### config.mk
export PLATFORM = sky130hd
export DESIGN_NAME = kacbr_mod_unit
export DESIGN_NICKNAME = d
export VERILOG_FILES = /design/src/kacbr_pkg.sv /design/src/kacbr_mod_unit.sv
export SDC_FILE = /design/constraint.sdc
export NUM_CORES = 1
export LEC_CHECK = 0
export ABC_CLOCK_PERIOD_IN_PS = 6000
export BUFFER_PORTS_ARGS = -buffer_cell sky130_fd_sc_hd__buf_2
export CAP_MARGIN = 20
export CORE_ASPECT_RATIO = 1.75
export CORE_MARGIN = 2
export CORE_UTILIZATION = 30
export CTS_CLUSTER_SIZE = 16
export DETAILED_ROUTE_END_ITERATION = 6
export GPL_TIMING_DRIVEN = 0
export PLACE_DENSITY_LB_ADDON = 0.05
export SETUP_SLACK_MARGIN = 0.5
export SYNTH_ARGS = -nofsm -noshare
export SYNTH_HDL_FRONTEND = slang
export SYNTH_SLANG_ARGS = --single-unit
### constraint.sdc
create_clock -name clk_i -period 6 [get_ports clk_i]
set_input_delay 1.2 -clock clk_i [delete_from_list [all_inputs] [get_ports clk_i]]
set_output_delay 1.2 -clock clk_i [all_outputs]
set_load 0.02 [all_outputs]
### src/kacbr_pkg.sv
`default_nettype none

package kacbr_pkg;

  // Fixed field widths
  localparam int unsigned BYTE_W     = 8;
  localparam int unsigned CFG_IDX_W  = 4;
  localparam int unsigned CFG_DATA_W = 64;
  localparam int unsigned KEY_LEN_W  = 4;
  localparam int unsigned BSIZE_W    = 17;
  localparam int unsigned ORDER_W    = 2;
  localparam int unsigned ROT_W      = 16;

  // Width of the modulo unit: dividend up to position plus rotation, divisor up to block size
  localparam int unsigned CALC_W     = 17;
  localparam int unsigned CALC_CNT_W = $clog2(CALC_W + 1);

  localparam logic [BSIZE_W-1:0] MIN_BLOCK = BSIZE_W'(57);

  // Configuration register indexes
  localparam logic [CFG_IDX_W-1:0] CFG_KEY_ONE     = 4'd0;
  localparam logic [CFG_IDX_W-1:0] CFG_KEY_ONE_LEN = 4'd1;
  localparam logic [CFG_IDX_W-1:0] CFG_KEY_TWO     = 4'd2;
  localparam logic [CFG_IDX_W-1:0] CFG_KEY_TWO_LEN = 4'd3;
  localparam logic [CFG_IDX_W-1:0] CFG_BLOCK_SIZE  = 4'd4;
  localparam logic [CFG_IDX_W-1:0] CFG_STAGE_ORDER = 4'd5;
  localparam logic [CFG_IDX_W-1:0] CFG_DIRECTION   = 4'd6;
  localparam logic [CFG_IDX_W-1:0] CFG_ROTATION    = 4'd7;

  // Stage orders
  localparam logic [ORDER_W-1:0] ORDER_AAR = 2'd0;  // add, add, rotate
  localparam logic [ORDER_W-1:0] ORDER_ARA = 2'd1;  // add, rotate, add
  localparam logic [ORDER_W-1:0] ORDER_RAA = 2'd2;  // rotate, add, add

  localparam logic MODE_DATA  = 1'b0;
  localparam logic MODE_FLUSH = 1'b1;
  localparam logic DIR_DECODE = 1'b1;

  typedef struct packed {
    logic              mode;
    logic [BYTE_W-1:0] data_byte;
    logic              stream_end;
  } in_item_t;

  typedef struct packed {
    logic [BYTE_W-1:0] out_byte;
    logic              block_end;
    logic              stream_done;
  } out_item_t;

  typedef enum logic [3:0] {
    ST_IDLE  = 4'b0001,
    ST_START = 4'b0010,
    ST_ROT   = 4'b0100,
    ST_POS   = 4'b1000
  } calc_state_e;

endpackage

`default_nettype wire

### src/kacbr_mod_unit.sv
`default_nettype none

module kacbr_mod_unit (
  input  wire logic                        clk_i,
  input  wire logic                        rst_ni,
  input  wire logic                        start_i,
  input  wire logic [kacbr_pkg::CALC_W-1:0] dividend_i,
  input  wire logic [kacbr_pkg::CALC_W-1:0] divisor_i,
  output logic                             done_o,
  output logic      [kacbr_pkg::CALC_W-1:0] rem_o
);

  import kacbr_pkg::*;

  logic [CALC_W-1:0]     dvd_q, rem_q, rem_d;
  logic [CALC_CNT_W-1:0] cnt_q;
  logic                  run_q, done_q;
  logic [CALC_W:0]       trial;

  // One quotient bit per cycle, restoring form; divisor is held by the caller
  always_comb begin
    trial = {rem_q, dvd_q[CALC_W-1]};
    if (trial >= {1'b0, divisor_i}) begin
      trial = trial - {1'b0, divisor_i};
    end
    rem_d = trial[CALC_W-1:0];
  end

  always_ff @(posedge clk_i or negedge rst_ni) begin
    if (!rst_ni) begin
      run_q  <= 1'b0;
      done_q <= 1'b0;
      cnt_q  <= '0;
    end else if (start_i) begin
      run_q  <= 1'b1;
      done_q <= 1'b0;
      cnt_q  <= CALC_CNT_W'(CALC_W);
    end else if (run_q) begin
      cnt_q <= cnt_q - CALC_CNT_W'(1);
      if (cnt_q == CALC_CNT_W'(1)) begin
        run_q  <= 1'b0;
        done_q <= 1'b1;
      end
    end else begin
      done_q <= 1'b0;
    end
  end

  always_ff @(posedge clk_i) begin
    if (start_i) begin
      dvd_q <= dividend_i;
      rem_q <= '0;
    end else if (run_q) begin
      dvd_q <= {dvd_q[CALC_W-2:0], 1'b0};
      rem_q <= rem_d;
    end
  end

  assign done_o = done_q;
  assign rem_o  = rem_q;

endmodule

`default_nettype wire

==> impl_metrics.json <==
{
  "cp.arrival_ns": 3.68,
  "avgRoutedWirePerCell_microns": 16.81,
  "worst_slack_ns": 2.523,
  "p_per_area_nw_per_um2": 438.8,
  "pre_cts_ws_ns": 2.229,
  "gp_congestion": 0.7727,
  "intPower_mw": 0.8762,
  "grt_pass1_vias": 2598,
  "power.leakage_nw": 1.554,
  "postCtsSetupRepairBufs": 0,
  "holdCritPathClass": "reg2reg",
  "dieArea_sq_um": 10200,
  "max_freq_mhz": 287.6,
  "synthArstFlopShare_pct": 17.07,
  "ys_top_cells_by_count": "nand2_1, nor2_1, inv_1",
  "clk_path_buf_depth": 2,
  "post_cts_resized": 0,
  "fin_nets": 425,
  "vdd_drop_max_uv": 252.6,
  "p_switching_mw": 0.6161,
  "fin_crit_sh_pct": 57.96,
  "synth_largest_area_cell": "edfxtp_1",
  "drt_pre_antenna_iters": 4,
  "syn-cell-area_sq_um": 2813,
  "fin_crit_ns": 3.477,
  "yosysWarnings": 0,
  "antenna_found_initial": 0,
  "relSlewSlack_pct": 51.58,
  "power_frac_comb_pct": 48.5,
  "start_kind": "primary input",
  "clock_latency_ns": 0.29,
  "slowest_stage": "buf_1",
  "ys.flop_type": "edfxtp_1",
  "p_clk_share_pct": 21.7,
  "synth-seq-cells": 41,
  "htree_levels": 2,
  "drt_iter0_drc": 133,
  "cpMostUsedCell": "nand3_1",
  "yosysMostFrequentCell": "nand2_1",
  "fin_setup_tns_ns": 0,
  "cp_cell_sequence": "buf_2 > inv_1 > ha_1 > clkbuf_1 > nand4_1 > nor3_1 > nand3_1 > nand3_1 > buf_1 > nor4_1 > a311oi_1",
  "ys_types": 56,
  "critPathKind": "in2reg",
  "totalWireLength_microns": 8221,
  "path_max_fanout": 10,
  "drv_cap": 0,
  "synth_top_area_share_pct": 18.15,
  "grt-ovfl-total": 0,
  "slowest_delay_ns": 0.49,
  "post-dp-hpwl_microns": 6313,
  "clk_pin_slew_ns": 0.06,
  "vias": 2496,
  "antenna_left": 0,
  "status": "complete, no violations",
  "grt_pass1_wl_microns": 13700,
  "avgSynthCellArea_sq_um": 9.132,
  "p_seq_share_pct": 29.9,
  "diodes": 0,
  "worstSetupEndpointType": "register",
  "worst_pin_slew_ns": 0.7236,
  "cts_hold_buf": 0,
  "num_io_pins": 55,
  "cts_tree": "done",
  "maxSlewViolCount": 0,
  "drive_gt1_share_pct": 18.70,
  "skew_ns": 0.004199,
  "cts_sinks": 41,
  "portBuffers": 53,
  "drcViolationCount": 0,
  "start_util_pct": 30.93,
  "fp.dieH_microns": 132.1,
  "coreArea_sq_um": 9094,
  "syn_nets": 365,
  "viasPerCell": 5.104,
  "required_ns": 6.20,
  "rsz0062_at_grt": "no",
  "grt_max_degree": 18,
  "netSwitchingFraction_pct": 41.29,
  "cts_buffers": 5,
  "area_delta_synth_final_pct": 20.91,
  "synth_area_leaders": "edfxtp_1, dfxtp_1, ha_1",
  "netlist_instances": 308,
  "grt_usage_pct": 17.13,
  "finalHoldViolCount": 0,
  "cts_root_buf": "clkbuf_16",
  "ys_seq_area_share_pct": 36.48,
  "synth-edff-count": 17,
  "die_w_microns": 77.20,
  "setup_violations": 0,
  "fp-row-count": 46
}
==> layout make-up <==
type / count / area (sq um)
clock buffer: 7 / 142.6
multi-input combinational: 227 / 1627
tap: 120 / 150.1
sequential: 41 / 1026
fill: 1015 / 5693
timing repair buffer: 53 / 265.3
buffer: 15 / 66.31
inverter: 25 / 93.84
clock inverter: 1 / 30.03
==> critical path: cells and delay by family <==
kind / cells / cell delay, ns
buffers and inverters: 4 / 1.01
and+or+nand+nor: 5 / 0.93
AOI/OAI and AO/OA: 1 / 0.27
adders and majority gates: 1 / 0.26
==> worst paths after layout <==
| check | endpoint | slack, ns | cells after the start | from |
|---|---|---|---|---|
| min in group asynchronous | cnt_q[3] | 0.73 | 1 | rst_ni |
| max in group asynchronous | cnt_q[1] | 5.11 | 1 | rst_ni |
| hold / removal | done_o | 0.52 | 2 | done_o |
| setup / recovery | rem_o[0] | 2.52 | 11 | divisor_i[5] |
| setup reg to reg | rem_o[9] | 3.05 | 11 | dvd_q[16] |
| hold reg to reg | done_o | 0.52 | 2 | done_o |
==> stage by stage <==
step	cells	power (mW)	cell area (sq um)	util, %	hold slack, ns
after floorplan	308	0.9630	2813	-	0.4855
after global placement	481	1.174	3228	35.50	0.5058
after detailed placement	481	1.177	3228	35.50	0.5075
after CTS	489	1.510	3401	37.40	0.5242
after global routing	489	1.611	3401	37.40	0.5463
final	489	1.492	3401	37.40	0.5161
==> power groups by stage <==
stage	clock (mW)	sequential (mW)	combinational (mW)
after floorplan	0	0.479	0.484
after global placement	0	0.452	0.722
after detailed placement	0	0.455	0.723
after CTS	0.331	0.448	0.731
after global routing	0.343	0.460	0.808
final	0.323	0.446	0.723
==> placed cells by master, fill, tap and decap left out, drive strengths merged, types with 3 or more instances in the layout <==
master and n:
o21a 3, and3 3, nand2b 6, nor4 5, a211oi 7, inv 25, o211ai 5, o31a 3
edfxtp 17, nand2 29, o311a 5, a31oi 3, xnor2 14, a311oi 3, nor2 29, nand3 3
ha 19, mux2 16, clkbuf 17, nor3 7, xor2 3, a21oi 11, o21ai 9, o31ai 3
dfrtp 7, a21o 8, nand4 4, buf 58, o21bai 5, dfxtp 17
==> cells by family (layout without fill, tap and decap cells) <==
logic type,count (synthesis),in the layout,synth area share [%]
AOI/OAI and AO/OA,77,77,20.37
and+or+nand+nor,97,97,16.59
buffers and inverters,40,101,5.694
xor gates and xnor gates,17,17,5.294
adders and majority gates,20,20,9.164
DFF,41,41,36.48
muxes,16,16,6.406
==> metal layers <==
metal / up-vias / routed length (microns) / track usage (%)
met3: 21 / 302 / 3.151
li1: 1251 / - / -
met2: 63 / 4305 / 30.48
met4: 0 / 331 / 9.127
met5: - / 0 / 0
met1: 1161 / 3282 / 18.96
==> flip-flops by register name, indices dropped and copies added, names as in the netlist <==
register  count
run_q         1
cnt_q         5
done_o        1
rem_o        17
dvd_q        17
Power figures use the tool's default switching activity.
